[config.mk]
export PLATFORM = sky130hd
export DESIGN_NAME = crc32_probability_packet_deframer_core
export DESIGN_NICKNAME = d
export VERILOG_FILES = /design/src/hdl/cpd_pkg.sv /design/src/hdl/cpd_window.sv /design/src/hdl/cpd_crc_serial.sv /design/src/hdl/crc32_probability_packet_deframer_core.sv
export SDC_FILE = /design/constraint.sdc
export NUM_CORES = 1
export LEC_CHECK = 0
export BUFFER_PORTS_ARGS = -buffer_cell sky130_fd_sc_hd__buf_2
export CAP_MARGIN = 20
export CORE_UTILIZATION = 55
export CTS_BUF_LIST = sky130_fd_sc_hd__clkbuf_4 sky130_fd_sc_hd__clkbuf_8 sky130_fd_sc_hd__clkbuf_16
export CTS_CLUSTER_DIAMETER = 30
export DETAILED_ROUTE_END_ITERATION = 12
export PLACE_DENSITY_LB_ADDON = 0.12
export SKIP_LAST_GASP = 1
export SLEW_MARGIN = 0
export SYNTH_ARGS = -nofsm -noshare
export SYNTH_HDL_FRONTEND = slang
export SYNTH_SLANG_ARGS = --single-unit
export TNS_END_PERCENT = 10
[constraint.sdc]
create_clock -name clk_i -period 12.75 [get_ports clk_i]
set_input_delay 0 -clock clk_i [delete_from_list [all_inputs] [get_ports clk_i]]
set_output_delay 0 -clock clk_i [all_outputs]
set_load 0.02 [all_outputs]
[src/hdl/cpd_pkg.sv]
package cpd_pkg;

  // Sliding window geometry
  localparam int unsigned FRAME_LEN = 22;
  localparam int unsigned CRC_SPAN  = 18;
  localparam int unsigned CRC_BITS  = CRC_SPAN * 8;
  localparam int unsigned CRC_CNT_W = $clog2(CRC_BITS);

  // Reflected CRC-32
  localparam logic [31:0] CRC_POLY = 32'hEDB8_8320;
  localparam logic [31:0] CRC_INIT = 32'hFFFF_FFFF;
  localparam logic [31:0] CRC_XOR  = 32'hFFFF_FFFF;

  // Window bytes, index 0 is the oldest byte
  typedef logic [FRAME_LEN-1:0][7:0] frame_t;

  // Control of the bit-serial CRC engine
  typedef struct packed {
    logic start;
    logic step;
  } crc_ctl_t;

endpackage

[src/hdl/cpd_window.sv]
module cpd_window (
  input  logic            clk_i,
  input  logic            rst_ni,
  input  logic            shift_i,
  input  logic            clear_i,
  input  logic [7:0]      byte_i,
  output cpd_pkg::frame_t window_o,
  output logic            full_o
);
  import cpd_pkg::*;

  localparam logic [4:0] FILL_MAX = 5'(FRAME_LEN);

  frame_t     win_q, win_d;
  logic [4:0] fill_q, fill_d;

  always_comb begin
    win_d  = win_q;
    fill_d = fill_q;
    if (clear_i) begin
      fill_d = '0;
    end else if (shift_i) begin
      for (int i = 0; i < FRAME_LEN - 1; i++) begin
        win_d[i] = win_q[i+1];
      end
      win_d[FRAME_LEN-1] = byte_i;
      if (fill_q != FILL_MAX) begin
        fill_d = fill_q + 5'd1;
      end
    end
  end

  // Window contents are only read once a full run has been written since the last clear
  always_ff @(posedge clk_i) begin
    win_q <= win_d;
  end

  always_ff @(posedge clk_i or negedge rst_ni) begin
    if (!rst_ni) begin
      fill_q <= '0;
    end else begin
      fill_q <= fill_d;
    end
  end

  assign window_o = win_q;
  assign full_o   = (fill_q == FILL_MAX);

endmodule

[src/hdl/cpd_crc_serial.sv]
module cpd_crc_serial (
  input  logic                           clk_i,
  input  logic                           rst_ni,
  input  cpd_pkg::crc_ctl_t              ctl_i,
  input  logic                           bit_i,
  output logic [31:0]                    crc_o,
  output logic [cpd_pkg::CRC_CNT_W-1:0]  bit_idx_o,
  output logic                           done_o
);
  import cpd_pkg::*;

  localparam logic [CRC_CNT_W-1:0] LAST_BIT = CRC_CNT_W'(CRC_BITS - 1);

  logic [31:0]          crc_q, crc_d;
  logic [CRC_CNT_W-1:0] cnt_q, cnt_d;

  always_comb begin
    crc_d = crc_q;
    cnt_d = cnt_q;
    if (ctl_i.start) begin
      crc_d = CRC_INIT;
      cnt_d = '0;
    end else if (ctl_i.step) begin
      // LSB-first feedback of the reflected polynomial
      crc_d = (crc_q >> 1) ^ ((crc_q[0] ^ bit_i) ? CRC_POLY : 32'h0);
      cnt_d = cnt_q + CRC_CNT_W'(1);
    end
  end

  always_ff @(posedge clk_i) begin
    crc_q <= crc_d;
  end

  always_ff @(posedge clk_i or negedge rst_ni) begin
    if (!rst_ni) begin
      cnt_q <= '0;
    end else begin
      cnt_q <= cnt_d;
    end
  end

  assign crc_o     = crc_q;
  assign bit_idx_o = cnt_q;
  assign done_o    = ctl_i.step && (cnt_q == LAST_BIT);

endmodule

[src/hdl/crc32_probability_packet_deframer_core.sv]
// Receiver for CRC-32 framed probability packets. Each input transaction carries either a
// UART byte (tuser 0) or a receive timeout (tuser 1) and yields exactly one output
// transaction. The last 22 bytes form a sliding window; a timeout empties it. Once the
// window is full and starts with the header 90 19 08 43, a bit-serial CRC-32 runs over
// its first 18 bytes, one bit per cycle, and the frame fields are then checked. Such a
// byte goes through acceptance, an evaluation step, one CRC step for each of the 144
// covered bits and a finishing step; any other byte or a timeout goes from evaluation
// straight to finishing. The next transaction is taken in the cycle after the result is
// registered, even while that result still waits for tready; a result stalls only if the
// previous one has not yet been taken. Output tuser is the status: 0 no frame, 1 accepted,
// 2 CRC error, 3 invalid fields, 4 repeated sequence. Payload fields are zero unless
// accepted; the three totals are the counters after this transaction.
module crc32_probability_packet_deframer_core (
  input  logic         clk_i,
  input  logic         rst_ni,
  input  logic         s_axis_tvalid_i,
  output logic         s_axis_tready_o,
  input  logic [7:0]   s_axis_tdata_i,   // [7:0] rx_byte
  input  logic [0:0]   s_axis_tuser_i,   // [0] action
  output logic         m_axis_tvalid_o,
  input  logic         m_axis_tready_i,
  // [0] payload_valid, [16:1] prob_left, [32:17] prob_center, [48:33] prob_right,
  // [80:49] sender_ms, [96:81] seq_number, [128:97] accepted_total,
  // [160:129] crc_error_total, [192:161] invalid_total, [199:193] zero
  output logic [199:0] m_axis_tdata_o,
  output logic [2:0]   m_axis_tuser_o    // [2:0] status
);
  import cpd_pkg::*;

  typedef enum logic [3:0] {
    S_IDLE   = 4'b0001,
    S_EVAL   = 4'b0010,
    S_CRC    = 4'b0100,
    S_FINISH = 4'b1000
  } state_e;

  typedef enum logic [2:0] {
    ST_NONE    = 3'd0,
    ST_ACCEPT  = 3'd1,
    ST_CRC_ERR = 3'd2,
    ST_INVALID = 3'd3,
    ST_DUP     = 3'd4
  } status_e;

  localparam logic [7:0]  HDR0    = 8'h90;
  localparam logic [7:0]  HDR1    = 8'h19;
  localparam logic [7:0]  HDR2    = 8'h08;
  localparam logic [7:0]  HDR3    = 8'h43;
  localparam logic [15:0] Q15_ONE = 16'h8000;

  state_e state_q, state_d;
  logic   hdr_pass_q, hdr_pass_d;

  // Input transaction and window
  logic   in_fire;
  frame_t win;
  logic   win_full;

  assign s_axis_tready_o = (state_q == S_IDLE);
  assign in_fire         = s_axis_tvalid_i && s_axis_tready_o;

  cpd_window u_window (
    .clk_i    (clk_i),
    .rst_ni   (rst_ni),
    .shift_i  (in_fire && !s_axis_tuser_i[0]),
    .clear_i  (in_fire && s_axis_tuser_i[0]),
    .byte_i   (s_axis_tdata_i),
    .window_o (win),
    .full_o   (win_full)
  );

  // Timeout flag of the transaction under evaluation
  logic timeout_q;

  always_ff @(posedge clk_i or negedge rst_ni) begin
    if (!rst_ni) begin
      timeout_q <= 1'b0;
    end else if (in_fire) begin
      timeout_q <= s_axis_tuser_i[0];
    end
  end

  // Bit-serial CRC over the first CRC_SPAN window bytes, LSB of each byte first
  crc_ctl_t             crc_ctl;
  logic [31:0]          crc_val;
  logic [CRC_CNT_W-1:0] crc_idx;
  logic                 crc_done;
  logic                 crc_bit;

  assign crc_ctl.start = (state_q == S_EVAL);
  assign crc_ctl.step  = (state_q == S_CRC);
  assign crc_bit       = win[crc_idx[CRC_CNT_W-1:3]][crc_idx[2:0]];

  cpd_crc_serial u_crc (
    .clk_i     (clk_i),
    .rst_ni    (rst_ni),
    .ctl_i     (crc_ctl),
    .bit_i     (crc_bit),
    .crc_o     (crc_val),
    .bit_idx_o (crc_idx),
    .done_o    (crc_done)
  );

  // Frame fields, little endian
  logic [31:0] rx_crc;
  logic [31:0] src_ms;
  logic [15:0] seq;
  logic [15:0] prob_l, prob_c, prob_r;
  logic [7:0]  flag, rsvd;
  logic        hdr_match;

  assign rx_crc = {win[21], win[20], win[19], win[18]};
  assign src_ms = {win[7], win[6], win[5], win[4]};
  assign seq    = {win[9], win[8]};
  assign prob_l = {win[11], win[10]};
  assign prob_c = {win[13], win[12]};
  assign prob_r = {win[15], win[14]};
  assign flag   = win[16];
  assign rsvd   = win[17];

  assign hdr_match = (win[0] == HDR0) && (win[1] == HDR1) &&
                     (win[2] == HDR2) && (win[3] == HDR3);

  // Counters and last accepted sequence
  logic [15:0] last_seq_q;
  logic [31:0] acc_cnt_q, crc_cnt_q, inv_cnt_q;
  logic [31:0] acc_cnt_d, crc_cnt_d, inv_cnt_d;

  // Output register
  logic         out_valid_q;
  logic [199:0] out_data_q;
  status_e      out_status_q;
  logic         out_free;
  logic         finish_fire;

  assign out_free    = !out_valid_q || m_axis_tready_i;
  assign finish_fire = (state_q == S_FINISH) && out_free;

  // Frame verdict
  status_e status;
  logic    fields_bad;
  logic    probs_bad;

  assign fields_bad = (seq == 16'd0) || (flag > 8'd1) || (rsvd != 8'd0);
  assign probs_bad  = (prob_l > Q15_ONE) || (prob_c > Q15_ONE) || (prob_r > Q15_ONE) ||
                      ((flag == 8'd0) &&
                       ((prob_l != 16'd0) || (prob_c != 16'd0) || (prob_r != 16'd0)));

  always_comb begin
    if (!hdr_pass_q) begin
      status = ST_NONE;
    end else if ((crc_val ^ CRC_XOR) != rx_crc) begin
      status = ST_CRC_ERR;
    end else if (fields_bad || probs_bad) begin
      status = ST_INVALID;
    end else if (seq == last_seq_q) begin
      status = ST_DUP;
    end else begin
      status = ST_ACCEPT;
    end
  end

  always_comb begin
    acc_cnt_d = acc_cnt_q;
    crc_cnt_d = crc_cnt_q;
    inv_cnt_d = inv_cnt_q;
    if (status == ST_ACCEPT)  acc_cnt_d = acc_cnt_q + 32'd1;
    if (status == ST_CRC_ERR) crc_cnt_d = crc_cnt_q + 32'd1;
    if (status == ST_INVALID) inv_cnt_d = inv_cnt_q + 32'd1;
  end

  // Sequencer
  always_comb begin
    state_d    = state_q;
    hdr_pass_d = hdr_pass_q;
    unique case (state_q)
      S_IDLE: begin
        if (in_fire) state_d = S_EVAL;
      end
      S_EVAL: begin
        // Window already advanced: decide whether a CRC pass is needed
        hdr_pass_d = !timeout_q && win_full && hdr_match;
        state_d    = hdr_pass_d ? S_CRC : S_FINISH;
      end
      S_CRC: begin
        if (crc_done) state_d = S_FINISH;
      end
      S_FINISH: begin
        if (out_free) state_d = S_IDLE;
      end
      default: state_d = S_IDLE;
    endcase
  end

  always_ff @(posedge clk_i or negedge rst_ni) begin
    if (!rst_ni) begin
      state_q    <= S_IDLE;
      hdr_pass_q <= 1'b0;
      last_seq_q <= '0;
      acc_cnt_q  <= '0;
      crc_cnt_q  <= '0;
      inv_cnt_q  <= '0;
    end else begin
      state_q    <= state_d;
      hdr_pass_q <= hdr_pass_d;
      if (finish_fire) begin
        acc_cnt_q <= acc_cnt_d;
        crc_cnt_q <= crc_cnt_d;
        inv_cnt_q <= inv_cnt_d;
        if (status == ST_ACCEPT) last_seq_q <= seq;
      end
    end
  end

  // Hold the result until the downstream transaction completes
  always_ff @(posedge clk_i or negedge rst_ni) begin
    if (!rst_ni) begin
      out_valid_q <= 1'b0;
    end else if (finish_fire) begin
      out_valid_q <= 1'b1;
    end else if (m_axis_tready_i) begin
      out_valid_q <= 1'b0;
    end
  end

  always_ff @(posedge clk_i) begin
    if (finish_fire) begin
      out_status_q <= status;
      if (status == ST_ACCEPT) begin
        out_data_q <= {7'd0, inv_cnt_d, crc_cnt_d, acc_cnt_d, seq, src_ms,
                       prob_r, prob_c, prob_l, flag[0]};
      end else begin
        out_data_q <= {7'd0, inv_cnt_d, crc_cnt_d, acc_cnt_d, 97'd0};
      end
    end
  end

  assign m_axis_tvalid_o = out_valid_q;
  assign m_axis_tdata_o  = out_data_q;
  assign m_axis_tuser_o  = out_status_q;

  // Checks
  a_crc_needs_header: assert property (@(posedge clk_i) disable iff (!rst_ni)
    (state_q == S_CRC) |-> hdr_pass_q)
    else $error("CRC pass running without a header match");

  a_result_from_finish: assert property (@(posedge clk_i) disable iff (!rst_ni)
    $rose(m_axis_tvalid_o) |-> $past(state_q == S_FINISH))
    else $error("result raised outside the finishing step");

  a_counters_at_finish: assert property (@(posedge clk_i) disable iff (!rst_ni)
    (!$stable(acc_cnt_q) || !$stable(crc_cnt_q) || !$stable(inv_cnt_q))
      |-> $past(finish_fire))
    else $error("counter changed outside a finished transaction");

  a_crc_done_in_pass: assert property (@(posedge clk_i) disable iff (!rst_ni)
    crc_done |=> (state_q == S_FINISH))
    else $error("CRC completion did not lead to the finishing step");

endmodule

==> results.py <==
metrics = {
    "critical_path": {
        "start_kind": "flop",
        "cpMostUsedCell": "buf_4",
        "critPathKind": "flop to flop",
        "cp.required_ps": 13250,
        "cp_cell_sequence": "or4b_2 > nand2b_1 > buf_4 > inv_8 > buf_4 > nand4_1 > nor4_2 > nand3_1 > xnor2_1",
        "critPathArrivalTime_ps": 4790,
        "max_stage_delay_ps": 780,
        "startpoint": "state_q[1]",
        "timing.rr.start": "state_q[1]",
        "worstPathMaxFanout": 148,
        "cp-end-kind": "flop",
        "cp.buffers_inverters": 3,
        "crit_slowest_cell": "buf_4",
        "crit_family": "buffers and inverters",
    },
    "detailed_routing": {
        "drc": 0,
        "via_per_inst": 5.55,
        "vias": 14212,
        "first_pass_iters": 5,
        "finalWirelength_mm": 50.0,
        "drtIter0Drc": 1083,
        "wl_per_cell_um": 19.5,
        "ant_nets": 0,
    },
    "timing": {
        "slew_headroom": 0.250,
        "worst_hold_slack_ps": 88.3,
        "hold_viol": 0,
        "slew_violations": 0,
        "finalCritPeriodShare": 0.337,
        "tightest_slew_ps": 1130,
        "rsz0062_at_grt": "no",
        "final-setup-viol-count": 0,
        "max_freq_ghz": 0.233,
        "fin_setup_tns_ps": 0,
        "period_minus_slack_ps": 4290,
        "skew_ps": 34.4,
    },
    "die": {
        "dieArea_um2": 42400,
        "core_area_um2": 40900,
        "start_util": 0.559,
        "die_h_um": 206,
        "core.rowCount": 74,
        "ioPinCount": 218,
        "die_w_um": 206,
    },
    "placed_design": {
        "place.gp.congestion": 0.878,
        "dp_hpwl_mm": 32.8,
        "dp_cells": 2340,
        "io_buffers": 210,
    },
    "power": {
        "peakVddDrop_v": 0.000139,
        "p_per_area_nw_per_um2": 194,
        "p_leak_nw": 10.9,
    },
    "clock_tree": {
        "cts_tree": "built",
        "cts_root_buf": "clkbuf_16",
        "path_clk_slew_ps": 50,
        "clkLatencyLatePin_ps": 640,
        "ctsResizeCount": 0,
        "cts_buffers": 107,
        "htree_levels": 3,
        "cts.sinks": 536,
        "cts_buffer_depth": 3,
    },
    "synthesis": {
        "yosysUniqueCellTypes": 75,
        "ys.flop_type": "edfxtp_1",
        "yosys_warnings": 0,
        "synth_top_area_share": 0.488,
        "async_reset_ff_frac": 0.246,
        "avgSynthCellArea_um2": 13.8,
        "synth-edff-count": 372,
        "synthCells": 1660,
        "synth_most_common_cell": "edfxtp_1",
        "yosysSeqAreaShare": 0.660,
        "ys_top_cells_by_count": "edfxtp_1, xnor2_1, nor2_1",
        "synth-seq-cells": 536,
        "netlist_area_um2": 22900,
        "yosys-top-cells-area": "edfxtp_1, dfrtp_1, xnor2_1, xor2_1, dfxtp_1",
        "yosysTopAreaCell": "edfxtp_1",
    },
    "grt": {
        "grt_pass1_vias": 13951,
        "grt_use_total": 0.240,
        "grt_antenna_before_repair": 0,
        "grt_max_degree": 149,
        "gr-total-overflow": 0,
        "grt_pass1_wl_mm": 77.9,
    },
    "final_layout": {
        "num_antenna_cells": 0,
        "utilization": 0.694,
        "drive_gt1_frac": 0.246,
        "final_nets": 1953,
        "instances_no_fill": 2561,
        "area_delta_synth_final_pct": 24.1,
    },
    "outcome": {
        "status": "complete, no violations",
    },
    "job": {
        "cap_violations": 0,
    },
    "worst_hold_path": {
        "worstHoldStart": "s_axis_tdata_i[5]",
        "hold_class": "primary input to flop",
    },
}
## where the power goes
group          internal (mW)  switching (mW)  total [mW]
Clock                   1.95           0.952        2.90
Combinational          0.181           0.221       0.402
Sequential              2.05           0.150        2.20
## layout make-up
class / count / area [µm²]
timing repair buffer: 240 / 1340
sequential: 536 / 15100
clock buffer: 125 / 2850
multi-input combinational: 1024 / 7340
clock inverter: 79 / 985
tap: 532 / 666
fill: 2852 / 12500
inverter: 25 / 101
## cell usage in the layout (no fill, tap or decap), drive strengths merged, types with 6 or more instances in the layout
cell	instances
a22oi	6
dfxtp	32
dfrtp	131
clkinvlp	7
nand4	36
o21ai	19
xnor2	141
inv	46
or2	6
o22a	32
a21oi	13
or4	8
or3	14
nor3	41
nor4	31
bufinv	16
ha	6
clkinv	35
and3	13
dlygate4sd3	16
clkbuf	125
edfxtp	372
and2	100
conb	7
o22ai	8
mux2	28
nor2	136
nand3	54
nand2b	7
mux2i	31
buf	224
xor2	125
mux4	25
nand2	81
## registers in the layout (all words and copies together) (netlist names), 3 cells and up
signal	count
inv_cnt_q	32
acc_cnt_q	32
state_q	4
u_crc.crc_o	32
last_seq_q	16
m_axis_tdata_o	193
m_axis_tuser_o	3
u_window.fill_q	5
u_window.window_o	176
u_crc.bit_idx_o	8
crc_cnt_q	32
## path summary, 6_finish.rpt
kind / slack, ps / end / cells past startpoint
hold reg to reg: 470 / u_window.window_o[128] / 0
setup reg to reg: 8460 / inv_cnt_q[28] / 9
hold / removal: 90 / u_window.window_o[173] / 2
max in group asynchronous: 10930 / acc_cnt_q[16] / 4
setup / recovery: 8460 / inv_cnt_q[28] / 9
min in group asynchronous: 510 / acc_cnt_q[11] / 3
## repair_timing
action,CTS,global route
hold endpoints to repair,96,0
endpoints found under the setup margin,0,0
hold buffers,16,0
buffers inserted,0,0
## stage by stage
stage | instance area (µm²) | power (mW) | setup slack [ps]
CTS | 28400 | 5.54 | 8370
finish | 28400 | 5.50 | 8460
floorplan | 22900 | 2.50 | 2830
global route | 28400 | 5.69 | 8110
global placement | 24400 | 2.61 | 8540
detailed placement | 24400 | 2.62 | 8410
## cell families after synthesis
| kind of cell | Yosys count | share of synthesized area |
|---|---|---|
| other | 1 | 0.000164 |
| XOR/XNOR | 266 | 0.102 |
| buffers and inverters | 106 | 0.0209 |
| adder cells (fa/ha/maj) | 6 | 0.00328 |
| AO/OA/AOI/OAI | 111 | 0.0358 |
| flip-flops | 536 | 0.660 |
| multiplexers | 84 | 0.0521 |
| AND/OR/NAND/NOR | 550 | 0.125 |
## per-layer routing
layer / GRT usage / part of all wire / up-vias
met5: 0 / 0 / -
met4: 0.0838 / 0.023 / 0
met3: 0.0492 / 0.054 / 75
met2: 0.372 / 0.48 / 461
met1: 0.338 / 0.44 / 7061
li1: - / - / 6615
Power figures use the tool's default switching activity.
